==> src/hw/rtl/rmrh_pkg.sv <==
// Shared types, constants and helpers for the ray march / rectangle hit block.
// No dependencies; imported by rmrh_rect_scan, ray_march_rect_hit and the bench.
`timescale 1ns / 1ps
`default_nettype none

package rmrh_pkg;

   localparam int MAX_RECTS  = 16;
   localparam int FRAC_BITS  = 6;

   localparam int POS_W      = 16;
   localparam int DIR_W      = 8;
   localparam int EXT_W      = 15;
   localparam int COLOR_W    = 24;
   localparam int DIST_W     = 24;
   localparam int LEN_W      = 16;
   localparam int BOUND_W    = 9;
   localparam int COUNT_W    = 5;
   localparam int IDX_IN_W   = 4;
   localparam int PIX_W      = 10;
   localparam int CMD_W      = 2;
   localparam int REG_W      = 2;
   localparam int CSR_DATA_W = 24;

   localparam int REQ_DATA_W = 128;
   localparam int RSP_DATA_W = 48;

   localparam int RECT_IDX_W = (MAX_RECTS > 1) ? $clog2(MAX_RECTS) : 1;
   localparam int SCAN_CNT_W = $clog2(MAX_RECTS + 1);

   localparam int PIX_MAX    = (1 << (PIX_W - 1)) - 1;
   localparam int PIX_MIN    = -(1 << (PIX_W - 1));

   localparam logic [BOUND_W-1:0] BOUND_X_RST    = BOUND_W'(400);
   localparam logic [BOUND_W-1:0] BOUND_Y_RST    = BOUND_W'(300);
   localparam logic [COLOR_W-1:0] PATH_COLOR_RST = COLOR_W'(24'h505050);

   typedef enum logic [CMD_W-1:0] {
      CMD_LOAD  = 2'd0,
      CMD_START = 2'd1,
      CMD_STEP  = 2'd2
   } rmrh_cmd_type;

   typedef enum logic [REG_W-1:0] {
      REG_BOUND_X    = 2'd0,
      REG_BOUND_Y    = 2'd1,
      REG_PATH_COLOR = 2'd2,
      REG_RECT_COUNT = 2'd3
   } rmrh_reg_type;

   typedef enum logic [1:0] {
      ST_IDLE,
      ST_SCAN,
      ST_PATH,
      ST_FINAL
   } rmrh_state_type;

   typedef struct packed {
      logic [EXT_W-1:0]        ext_y;
      logic [EXT_W-1:0]        ext_x;
      logic signed [POS_W-1:0] top;
      logic signed [POS_W-1:0] left;
   } rmrh_rect_type;

   typedef struct packed {
      logic                  go;
      logic [SCAN_CNT_W-1:0] count;
   } rmrh_scan_req_type;

   typedef struct packed {
      logic               done;
      logic               hit;
      logic [COLOR_W-1:0] color;
   } rmrh_scan_rsp_type;

   // Clamp a one-bit-wider sum back into the signed position range.
   function automatic logic signed [POS_W-1:0] sat_pos(input logic signed [POS_W:0] v);
      if (v[POS_W] != v[POS_W-1]) begin
         return v[POS_W] ? {1'b1, {(POS_W-1){1'b0}}} : {1'b0, {(POS_W-1){1'b1}}};
      end
      return v[POS_W-1:0];
   endfunction

   // Negate a direction; the most negative code maps to the most positive.
   function automatic logic signed [DIR_W-1:0] negate_dir(input logic signed [DIR_W-1:0] v);
      if (v == {1'b1, {(DIR_W-1){1'b0}}}) begin
         return {1'b0, {(DIR_W-1){1'b1}}};
      end
      return -v;
   endfunction

   // Floor of a fixed-point position, clamped to the pixel range.
   function automatic logic signed [PIX_W-1:0] pixel_of(input logic signed [POS_W-1:0] p);
      logic signed [POS_W-1:0] q;
      q = p >>> FRAC_BITS;
      if (int'(q) > PIX_MAX) begin
         return PIX_W'(PIX_MAX);
      end
      if (int'(q) < PIX_MIN) begin
         return PIX_W'(PIX_MIN);
      end
      return PIX_W'(q);
   endfunction

endpackage

`default_nettype wire

==> src/hw/rtl/rmrh_rect_scan.sv <==
// Rectangle table and the shared hit test, walked one entry per cycle.
// Depends on rmrh_pkg.
`timescale 1ns / 1ps
`default_nettype none

module rmrh_rect_scan (
   input  wire logic                              clock,
   input  wire logic                              reset,
   input  wire logic                              load_en,
   input  wire logic [rmrh_pkg::RECT_IDX_W-1:0]   load_idx,
   input  wire rmrh_pkg::rmrh_rect_type           load_rect,
   input  wire logic [rmrh_pkg::COLOR_W-1:0]      load_color,
   input  wire rmrh_pkg::rmrh_scan_req_type       scan_req,
   input  wire logic signed [rmrh_pkg::POS_W-1:0] pos_x,
   input  wire logic signed [rmrh_pkg::POS_W-1:0] pos_y,
   output rmrh_pkg::rmrh_scan_rsp_type            scan_rsp
);
   import rmrh_pkg::*;

   rmrh_rect_type      geo_mem   [MAX_RECTS];
   logic [COLOR_W-1:0] color_mem [MAX_RECTS];

   rmrh_rect_type         rd_geo_ff;
   logic [COLOR_W-1:0]    rd_color_ff;
   logic                  running_ff;
   logic                  chk_vld_ff;
   logic [SCAN_CNT_W-1:0] issue_ff;
   logic [SCAN_CNT_W-1:0] count_ff;
   logic                  done_ff;
   logic                  hit_ff;
   logic [COLOR_W-1:0]    color_ff;

   logic                    rd_en;
   logic signed [POS_W:0]   right_edge;
   logic signed [POS_W:0]   bottom_edge;
   logic                    inside_now;
   logic                    hit_now;

   assign rd_en = running_ff && (issue_ff < count_ff);

   assign right_edge  = (POS_W+1)'(rd_geo_ff.left) + signed'((POS_W+1)'(rd_geo_ff.ext_x));
   assign bottom_edge = (POS_W+1)'(rd_geo_ff.top) + signed'((POS_W+1)'(rd_geo_ff.ext_y));

   // Open interior: every edge is exclusive.
   assign inside_now = (pos_x > rd_geo_ff.left) && ((POS_W+1)'(pos_x) < right_edge) &&
                       (pos_y > rd_geo_ff.top)  && ((POS_W+1)'(pos_y) < bottom_edge);
   assign hit_now    = chk_vld_ff && inside_now;

   always_ff @(posedge clock) begin
      if (load_en) begin
         geo_mem[load_idx]   <= load_rect;
         color_mem[load_idx] <= load_color;
      end
   end

   always_ff @(posedge clock) begin
      if (rd_en) begin
         rd_geo_ff   <= geo_mem[issue_ff[RECT_IDX_W-1:0]];
         rd_color_ff <= color_mem[issue_ff[RECT_IDX_W-1:0]];
      end
   end

   always_ff @(posedge clock) begin
      if (reset) begin
         running_ff <= 1'b0;
         chk_vld_ff <= 1'b0;
         issue_ff   <= '0;
         count_ff   <= '0;
         done_ff    <= 1'b0;
         hit_ff     <= 1'b0;
      end else begin
         done_ff <= 1'b0;
         if (scan_req.go) begin
            running_ff <= 1'b1;
            chk_vld_ff <= 1'b0;
            issue_ff   <= '0;
            count_ff   <= scan_req.count;
         end else if (running_ff) begin
            chk_vld_ff <= rd_en;
            if (rd_en) begin
               issue_ff <= issue_ff + 1'b1;
            end
            // first hit in index order wins; stop on it
            if (hit_now) begin
               running_ff <= 1'b0;
               chk_vld_ff <= 1'b0;
               done_ff    <= 1'b1;
               hit_ff     <= 1'b1;
            end else if (!rd_en && !chk_vld_ff) begin
               running_ff <= 1'b0;
               done_ff    <= 1'b1;
               hit_ff     <= 1'b0;
            end
         end
      end
   end

   always_ff @(posedge clock) begin
      if (hit_now) begin
         color_ff <= rd_color_ff;
      end
   end

   assign scan_rsp.done  = done_ff;
   assign scan_rsp.hit   = hit_ff;
   assign scan_rsp.color = color_ff;

`ifndef ASSERT_OFF
   a_check_needs_run: assert property (@(posedge clock) disable iff (reset)
      chk_vld_ff |-> running_ff)
      else $error("rect check pending while scan is stopped");
`endif

endmodule

`default_nettype wire

==> src/hw/rtl/ray_march_rect_hit.sv <==
// Load and start requests give no result. A step request moves the ray, then tests N
// rectangles (one per cycle through the shared hit unit, stopping at the first hit), then
// sends one or two results, each waiting until the output register is free.
// Throughput: one request at a time; req_tready is high only while the sequencer idles.
// Reset: synchronous, active high; clears the ray state and restores register defaults.
// Depends on rmrh_pkg and rmrh_rect_scan.
`timescale 1ns / 1ps
`default_nettype none

module ray_march_rect_hit (
   input  wire logic                                clock,
   input  wire logic                                reset,
   // request channel
   input  wire logic                                req_tvalid,
   output logic                                     req_tready,
   // rect_index, coord_x, coord_y, extent_x, extent_y, dir_x, dir_y, color,
   // max_length, show_path, reflect, zero fill
   input  wire logic [rmrh_pkg::REQ_DATA_W-1:0]     req_tdata,
   // command
   input  wire logic [rmrh_pkg::CMD_W-1:0]          req_tuser,
   // result channel
   output logic                                     rsp_tvalid,
   input  wire logic                                rsp_tready,
   // pixel_x, pixel_y, pixel_color, ray_done, zero fill
   output logic [rmrh_pkg::RSP_DATA_W-1:0]          rsp_tdata,
   // drawn
   output logic                                     rsp_tuser,
   output logic                                     rsp_tlast,
   // configuration
   input  wire logic                                csr_we,
   input  wire logic [rmrh_pkg::REG_W-1:0]          csr_addr,
   input  wire logic [rmrh_pkg::CSR_DATA_W-1:0]     csr_wdata
);
   import rmrh_pkg::*;

   // ---------------- request field unpack ----------------
   logic [IDX_IN_W-1:0]     in_rect_index;
   logic signed [POS_W-1:0] in_coord_x;
   logic signed [POS_W-1:0] in_coord_y;
   logic [EXT_W-1:0]        in_extent_x;
   logic [EXT_W-1:0]        in_extent_y;
   logic signed [DIR_W-1:0] in_dir_x;
   logic signed [DIR_W-1:0] in_dir_y;
   logic [COLOR_W-1:0]      in_color;
   logic [LEN_W-1:0]        in_max_length;
   logic                    in_show_path;
   logic                    in_reflect;
   rmrh_cmd_type            in_cmd;

   assign in_rect_index = req_tdata[3:0];
   assign in_coord_x    = req_tdata[19:4];
   assign in_coord_y    = req_tdata[35:20];
   assign in_extent_x   = req_tdata[50:36];
   assign in_extent_y   = req_tdata[65:51];
   assign in_dir_x      = req_tdata[73:66];
   assign in_dir_y      = req_tdata[81:74];
   assign in_color      = req_tdata[105:82];
   assign in_max_length = req_tdata[121:106];
   assign in_show_path  = req_tdata[122];
   assign in_reflect    = req_tdata[123];
   assign in_cmd        = rmrh_cmd_type'(req_tuser);

   // ---------------- registers ----------------
   rmrh_state_type          state_ff, state_in;
   logic [BOUND_W-1:0]      bound_x_ff, bound_y_ff;
   logic [COLOR_W-1:0]      path_color_ff;
   logic [COUNT_W-1:0]      rect_count_ff;

   logic signed [POS_W-1:0] pos_x_ff, pos_y_ff;
   logic signed [DIR_W-1:0] step_x_ff, step_y_ff;
   logic [DIST_W-1:0]       dist_ff;
   logic [LEN_W-1:0]        len_ff;
   logic                    path_on_ff, bounce_on_ff, active_ff;

   logic                    hit_ff;
   logic [COLOR_W-1:0]      hit_color_ff;
   logic                    ray_end_ff;

   logic                    rsp_valid_ff;
   logic signed [PIX_W-1:0] rsp_px_ff, rsp_py_ff;
   logic [COLOR_W-1:0]      rsp_color_ff;
   logic                    rsp_drawn_ff, rsp_done_ff, rsp_last_ff;

   // ---------------- step arithmetic ----------------
   logic signed [POS_W:0]   sum_x, sum_y;
   logic signed [POS_W-1:0] pos_x_in, pos_y_in;
   logic signed [POS_W:0]   edge_x, edge_y;
   logic signed [DIR_W-1:0] flip_x, flip_y, step_x_in, step_y_in;
   logic [DIR_W-1:0]        abs_x, abs_y;
   logic [DIST_W:0]         dist_sum;
   logic [DIST_W-1:0]       dist_in;
   logic                    len_reached;

   assign sum_x    = (POS_W+1)'(pos_x_ff) + (POS_W+1)'(step_x_ff);
   assign sum_y    = (POS_W+1)'(pos_y_ff) + (POS_W+1)'(step_y_ff);
   assign pos_x_in = sat_pos(sum_x);
   assign pos_y_in = sat_pos(sum_y);

   // Canvas edges in position units; reflection tests the moved position.
   assign edge_x = signed'((POS_W+1)'({bound_x_ff, {FRAC_BITS{1'b0}}}));
   assign edge_y = signed'((POS_W+1)'({bound_y_ff, {FRAC_BITS{1'b0}}}));

   // High edge first, then low edge: both firing flips twice.
   assign flip_x    = (bounce_on_ff && ((POS_W+1)'(pos_x_in) >= edge_x)) ?
                      negate_dir(step_x_ff) : step_x_ff;
   assign step_x_in = (bounce_on_ff && (pos_x_in <= 0)) ? negate_dir(flip_x) : flip_x;
   assign flip_y    = (bounce_on_ff && ((POS_W+1)'(pos_y_in) >= edge_y)) ?
                      negate_dir(step_y_ff) : step_y_ff;
   assign step_y_in = (bounce_on_ff && (pos_y_in <= 0)) ? negate_dir(flip_y) : flip_y;

   assign abs_x    = step_x_ff[DIR_W-1] ? DIR_W'(-step_x_ff) : DIR_W'(step_x_ff);
   assign abs_y    = step_y_ff[DIR_W-1] ? DIR_W'(-step_y_ff) : DIR_W'(step_y_ff);
   assign dist_sum = {1'b0, dist_ff} + (DIST_W+1)'(abs_x) + (DIST_W+1)'(abs_y);
   assign dist_in  = dist_sum[DIST_W] ? {DIST_W{1'b1}} : dist_sum[DIST_W-1:0];

   assign len_reached = {{(LEN_W+FRAC_BITS){1'b0}}, dist_ff} >=
                        {{DIST_W{1'b0}}, len_ff, {FRAC_BITS{1'b0}}};

   // ---------------- rectangle table and scan ----------------
   rmrh_scan_req_type scan_req;
   rmrh_scan_rsp_type scan_rsp;
   rmrh_rect_type     load_rect;
   logic              load_en;
   logic              req_fire;
   logic              step_fire;

   assign req_fire  = req_tvalid && req_tready;
   assign step_fire = req_fire && (in_cmd == CMD_STEP) && active_ff;
   // drop loads addressed beyond the table
   assign load_en   = req_fire && (in_cmd == CMD_LOAD) && (int'(in_rect_index) < MAX_RECTS);

   assign load_rect.left  = in_coord_x;
   assign load_rect.top   = in_coord_y;
   assign load_rect.ext_x = in_extent_x;
   assign load_rect.ext_y = in_extent_y;

   assign scan_req.go    = step_fire;
   assign scan_req.count = (int'(rect_count_ff) > MAX_RECTS) ? SCAN_CNT_W'(MAX_RECTS) :
                                                               SCAN_CNT_W'(rect_count_ff);

   rmrh_rect_scan u_scan (
      .clock      (clock),
      .reset      (reset),
      .load_en    (load_en),
      .load_idx   (RECT_IDX_W'(in_rect_index)),
      .load_rect  (load_rect),
      .load_color (in_color),
      .scan_req   (scan_req),
      .pos_x      (pos_x_ff),
      .pos_y      (pos_y_ff),
      .scan_rsp   (scan_rsp)
   );

   // ---------------- sequencer: next state ----------------
   logic out_free;
   assign out_free = !rsp_valid_ff || rsp_tready;

   always_comb begin
      state_in = state_ff;
      unique case (state_ff)
         ST_IDLE: begin
            if (step_fire) begin
               state_in = ST_SCAN;
            end
         end
         ST_SCAN: begin
            if (scan_rsp.done) begin
               state_in = path_on_ff ? ST_PATH : ST_FINAL;
            end
         end
         ST_PATH: begin
            if (out_free) begin
               state_in = hit_ff ? ST_FINAL : ST_IDLE;
            end
         end
         ST_FINAL: begin
            if (out_free) begin
               state_in = ST_IDLE;
            end
         end
      endcase
   end

   // ---------------- sequencer: outputs ----------------
   logic               out_load;
   logic [COLOR_W-1:0] out_color;
   logic               out_drawn, out_done, out_last;

   always_comb begin
      req_tready = 1'b0;
      out_load   = 1'b0;
      out_color  = '0;
      out_drawn  = 1'b0;
      out_done   = 1'b0;
      out_last   = 1'b0;
      unique case (state_ff)
         ST_IDLE: begin
            req_tready = 1'b1;
         end
         ST_SCAN: begin
         end
         ST_PATH: begin
            // path pixel goes ahead of a hit pixel
            out_load  = out_free;
            out_color = path_color_ff;
            out_drawn = 1'b1;
            out_done  = ray_end_ff && !hit_ff;
            out_last  = !hit_ff;
         end
         ST_FINAL: begin
            // hit pixel, or a blank marker when nothing was drawn
            out_load  = out_free;
            out_color = hit_ff ? hit_color_ff : '0;
            out_drawn = hit_ff;
            out_done  = ray_end_ff;
            out_last  = 1'b1;
         end
      endcase
   end

   // ---------------- state registers ----------------
   always_ff @(posedge clock) begin
      if (reset) begin
         state_ff      <= ST_IDLE;
         bound_x_ff    <= BOUND_X_RST;
         bound_y_ff    <= BOUND_Y_RST;
         path_color_ff <= PATH_COLOR_RST;
         rect_count_ff <= '0;
         pos_x_ff      <= '0;
         pos_y_ff      <= '0;
         step_x_ff     <= '0;
         step_y_ff     <= '0;
         dist_ff       <= '0;
         len_ff        <= '0;
         path_on_ff    <= 1'b0;
         bounce_on_ff  <= 1'b0;
         active_ff     <= 1'b0;
         hit_ff        <= 1'b0;
         ray_end_ff    <= 1'b0;
         rsp_valid_ff  <= 1'b0;
      end else begin
         state_ff <= state_in;

         if (csr_we) begin
            unique case (rmrh_reg_type'(csr_addr))
               REG_BOUND_X:    bound_x_ff    <= csr_wdata[BOUND_W-1:0];
               REG_BOUND_Y:    bound_y_ff    <= csr_wdata[BOUND_W-1:0];
               REG_PATH_COLOR: path_color_ff <= csr_wdata[COLOR_W-1:0];
               REG_RECT_COUNT: rect_count_ff <= csr_wdata[COUNT_W-1:0];
            endcase
         end

         if (req_fire && (in_cmd == CMD_START)) begin
            pos_x_ff     <= in_coord_x;
            pos_y_ff     <= in_coord_y;
            step_x_ff    <= in_dir_x;
            step_y_ff    <= in_dir_y;
            dist_ff      <= '0;
            len_ff       <= in_max_length;
            path_on_ff   <= in_show_path;
            bounce_on_ff <= in_reflect;
            // a zero length never starts
            active_ff    <= (in_max_length != '0);
         end

         // advance the ray and apply reflection
         if (step_fire) begin
            pos_x_ff  <= pos_x_in;
            pos_y_ff  <= pos_y_in;
            step_x_ff <= step_x_in;
            step_y_ff <= step_y_in;
            dist_ff   <= dist_in;
         end

         // scan finished: hold the verdict and end the ray on a hit or on length
         if ((state_ff == ST_SCAN) && scan_rsp.done) begin
            hit_ff     <= scan_rsp.hit;
            ray_end_ff <= scan_rsp.hit || len_reached;
            if (scan_rsp.hit || len_reached) begin
               active_ff <= 1'b0;
            end
         end

         if (out_load) begin
            rsp_valid_ff <= 1'b1;
         end else if (rsp_tready) begin
            rsp_valid_ff <= 1'b0;
         end
      end
   end

   // ---------------- payload registers ----------------
   always_ff @(posedge clock) begin
      if ((state_ff == ST_SCAN) && scan_rsp.done) begin
         hit_color_ff <= scan_rsp.color;
      end
      if (out_load) begin
         rsp_px_ff    <= pixel_of(pos_x_ff);
         rsp_py_ff    <= pixel_of(pos_y_ff);
         rsp_color_ff <= out_color;
         rsp_drawn_ff <= out_drawn;
         rsp_done_ff  <= out_done;
         rsp_last_ff  <= out_last;
      end
   end

   assign rsp_tvalid = rsp_valid_ff;
   assign rsp_tdata  = {3'b000, rsp_done_ff, rsp_color_ff, rsp_py_ff, rsp_px_ff};
   assign rsp_tuser  = rsp_drawn_ff;
   assign rsp_tlast  = rsp_last_ff;

`ifndef ASSERT_OFF
   a_scan_done_in_scan: assert property (@(posedge clock) disable iff (reset)
      scan_rsp.done |-> (state_ff == ST_SCAN))
      else $error("scan finished outside the scan state");

   a_done_on_last: assert property (@(posedge clock) disable iff (reset)
      (rsp_valid_ff && rsp_done_ff) |-> rsp_last_ff)
      else $error("ray end flagged on a result that is not the last of its step");

   a_first_is_path: assert property (@(posedge clock) disable iff (reset)
      (rsp_valid_ff && !rsp_last_ff) |-> (rsp_drawn_ff && (rsp_color_ff == path_color_ff)))
      else $error("leading result of a step is not a path pixel");
`endif

endmodule

`default_nettype wire

==> config.mk <==
export PLATFORM = sky130hd
export DESIGN_NAME = ray_march_rect_hit
export DESIGN_NICKNAME = d
export VERILOG_FILES = /design/src/hw/rtl/rmrh_pkg.sv /design/src/hw/rtl/rmrh_rect_scan.sv /design/src/hw/rtl/ray_march_rect_hit.sv
export SDC_FILE = /design/constraint.sdc
export NUM_CORES = 2
export LEC_CHECK = 0
export ABC_AREA = 1
export BUFFER_PORTS_ARGS = -buffer_cell sky130_fd_sc_hd__clkbuf_2
export CAP_MARGIN = 15
export CORE_ASPECT_RATIO = 0.6
export CORE_MARGIN = 2
export CORE_UTILIZATION = 30
export DETAILED_ROUTE_END_ITERATION = 10
export PLACE_DENSITY = 0.47
export SETUP_SLACK_MARGIN = 0.1
export SYNTH_ARGS = -nofsm -noshare
export SYNTH_HDL_FRONTEND = slang
export SYNTH_SLANG_ARGS = --single-unit
==> constraint.sdc <==
create_clock -name clock -period 11.35 [get_ports clock]
set_input_delay 0.5675 -clock clock [delete_from_list [all_inputs] [get_ports clock]]
set_output_delay 0.5675 -clock clock [all_outputs]
set_load 0.02 [all_outputs]
==> reports/results.tsv <==
metric	value	unit
number_of_antenna_violations_at_the_first_check_in_global_routing	40	
cts_inserted_buffers	165	
die_area	0.2445	mm^2
stage_delay_of_the_slowest_cell_on_the_critical_path	0.92	ns
floorplan.die.height	383.9	um
m1WireLength	108200	um
design_power_total	12.70	mW
critPathCaptureType	register	
post-cts-setup-buffer-count	0	
synth_mux_area_frac	0	
r2r.worst_path.cells	20	
design_area	0.08164	mm^2
final.period_utilization	0.5121	
cp_num_cells	20	
n_fill_cell	23469	
critical-path-top-delay-family	simple AND/OR/NAND/NOR gates	
ys_async_sr_fraction	0	
worst_path_max_delay_cell	dfxtp_1	
power.clock.fraction	0.414	
final_util	0.3414	
layout-drive-gt1-share	0.09686	
clockBufferDepth	4	
cts.sinks	1714	
power.leakage	28.12	nW
finalSetupTns	0	ns
grt_util_all_layers	0.1773	
post_synth_instance_area	0.07214	mm^2
timing_hold_violations_final	0	
timing.max_cap.violations	0	
cp_data_arrival_time	6.52	ns
post_route_drc	0	
dr.max_layer_used	met5	
ys_ff_latch	1714	
post_synth_inst_count	6015	
detailroute.wirelength.met2	94290	um
cell_area_reported_after_detailed_placement	0.07665	mm^2
row_cnt	139	
setup_violations	0	
grt_setup_unrepaired	false	
synth_edf_count	1557	
detailed_place_hpwl	123900	um
detail_route.vias_per_cell	5.086	
crit_type	reg2reg	
post_cts_resized	0	
power_per_cell_area	155.5	mW/mm^2
status	finished, final reports clean	
swShare	0.2184	
data_required_time_at_the_worst_endpoint	12.06	ns
ir_drop	109.9	uV
via_count	47831	
met3_wirelength	15990	um
final_max_slew_viol_count	0	
dr.first_iter.drc_count	4868	
synth_xor_xnor_area_share	0.009955	
finClkSkew	0.03298	ns
nets	6459	
cts_hold_buf	5	
layout_setup_ws	5.538	ns
combinational_power_share	0.039	
route.detailed.wl_per_inst	23.71	um
cp.buffers_inverters	2	
insertion_delay	0.79	ns
dominantRegCellSynth	edfxtp_1	
ctsRootBufferMaster	clkbuf_16	
pin_count_of_the_biggest_net_entering_global_routing	189	
hold_depth	3	
hold_path.class	in2reg	
synth_compound_area_frac	0.1269	
avgSynthCellArea	11.99	um^2
critPathMaxFanout	19	
max_freq	0.1721	GHz
ys.warnings.count	0	
grt_pass1_vias	44989	
synth_simple_gate_area_frac	0.1017	
routabilityCongestion	0.8536	
synth_adder_area_share	0.03431	
post-route-min-period	5.812	ns
io_pins	213	
synthDistinctLibCells	62	
gr-total-overflow	0	
placement.io_buffers	205	
internal_power	9.923	mW
cts_htree_levels	4	
detailedRoute.firstPassIterationCount	5	
crit_path_cell_trace	inv_1 > o21ai_0 > fa_1 > ha_1 > nand3_1 > nand2_1 > a21boi_1 > o21ai_1 > nand2_1 > a21boi_1 > nand3_1 > nor3b_2 > nand4_1 > nor2_1 > nand2_1 > nor2_1 > buf_4 > a21oi_1 > o21a_1 > nor2_1	
initial_utilization	0.3017	
worst-slew-pin-transition	1.140	ns
cts_tree	yes	
power_frac_seq	0.547	
die_width	637.1	um
layout-area-overhead-vs-synth	13.16	%
core_area	0.2391	mm^2
preCtsSetupSlack	5.479	ns
start_kind	register	
p_switching	2.773	mW
max_slew_margin	0.2400	
clock_transition_at_path_regs	0.07	ns
grt_pass1_wl	321100	um
ant_nets	0	
detail_route.wirelength	223000	um
synth_top_family_by_area	compound AO/OA/AOI/OAI gates	
synth-seq-area-share	0.6917	
path summary, 6_finish.rpt:
kind / startpoint / endpoint / slack, ns
worst min register to register: u_scan.rd_color_ff[13]$_DFFE_PP_ / u_scan.color_ff[13]$_DFFE_PP_ / 0.42
worst max register to register: step_y_ff[7]$_SDFFE_PP0P_ / dist_ff[19]$_SDFFE_PP0P_ / 5.54
worst min-delay path: req_tdata[106] / len_ff[0]$_SDFFE_PP0P_ / 0.08
worst max-delay path: step_y_ff[7]$_SDFFE_PP0P_ / dist_ff[19]$_SDFFE_PP0P_ / 5.54
layer usage:
layer | track usage | vias up
met2 | 0.2590 | 1524
met1 | 0.2681 | 23878
met4 | 0.03774 | 18
li1 | - | 22108
met3 | 0.03779 | 303
met5 | 0 | -
cell families after synthesis:
| kind of cell | count (synthesis) |
|---|---|
| fa+ha+maj | 190 |
| compound gates | 1591 |
| simple gates | 1770 |
| xor+xnor | 82 |
| buf+inv | 667 |
| other cells | 1 |
| flops | 1714 |
tightest hold or removal path: cells and delay by family:
kind	cells	cell delay, ns
buffers and inverters	1	0.11
and+or+nand+nor	2	0.16
cell type report:
type                       count  area, um^2  area share
sequential                  1714       49910      0.6114
multi-input combinational   3636       19840      0.2431
clock buffer                 215        4379     0.05364
tap                         3172        3969     0.04862
timing repair buffer         283        1819     0.02228
inverter                     308        1186     0.01453
clock inverter                59       488.0    0.005977
antenna                       17       42.54   0.0005211
placed cells by master (no fill, tap or decap), types with 31 or more instances in the layout:
master,n
xor2_1,55
o21ai_0,833
o22ai_1,223
o211ai_1,44
inv_1,289
a21oi_1,239
ha_1,177
o221ai_1,142
clkbuf_16,167
nand2_2,31
nor2_1,787
clkbuf_2,204
buf_4,58
nand3_1,230
nand2_1,602
edfxtp_1,1557
clkbuf_1,46
dfxtp_1,154
sequential cells by signal, indices dropped and copies added (netlist names), 24 cells and up:
name / count
u_scan.color_mem: 384
u_scan.geo_mem: 992
dist_ff: 24
u_scan.rd_color_ff: 24
u_scan.rd_geo_ff: 62
rsp_color_ff: 24
u_scan.color_ff: 24
hit_color_ff: 24
path_color_ff: 24
power by group through the flow:
stage / Sequential (mW) / Clock, mW / Combinational (mW)
2_1_floorplan: 7.07 / 0 / 0.279
3_3_place_gp: 7.08 / 0 / 0.478
3_5_place_dp: 7.08 / 0 / 0.486
4_1_cts: 6.94 / 5.39 / 0.490
5_1_grt: 6.94 / 5.62 / 0.550
6_report: 6.94 / 5.26 / 0.494
cell usage after synthesis, types with 10 or more instances:
cell type,number,area [um^2]
ha_1,177,2215
or2_2,12,75.07
inv_2,11,41.29
fa_1,13,260.3
buf_1,18,67.56
nand3_1,230,1151
o21ai_0,833,4169
nand2_1,602,2260
clkbuf_1,326,1224
nand4_1,10,62.56
xor2_1,55,481.7
edfxtp_1,1557,46750
nor4_1,11,68.82
o221ai_1,142,1244
a21oi_1,239,1196
nor3_1,24,120.1
o211ai_1,44,330.3
nor2_1,806,3025
o21bai_1,21,157.7
inv_1,293,1100
nand2_2,31,193.9
xnor2_1,27,236.5
nand3b_1,11,82.58
o21ai_1,10,50.05
a22oi_1,21,157.7
a31oi_1,11,68.82
o22ai_1,223,1395
dfxtp_1,157,3143
per-stage QoR:
| step | instances | hold WS [ns] |
|---|---|---|
| final | 9404 | 0.08411 |
| after global routing | 9400 | 0.06000 |
| after CTS | 9386 | 0.03371 |
| after detailed placement | 9107 | 0.4057 |
| after global placement | 9107 | 0.4055 |
| after floorplan | 6017 | 0.4003 |
(Power assumes the default switching activity.)
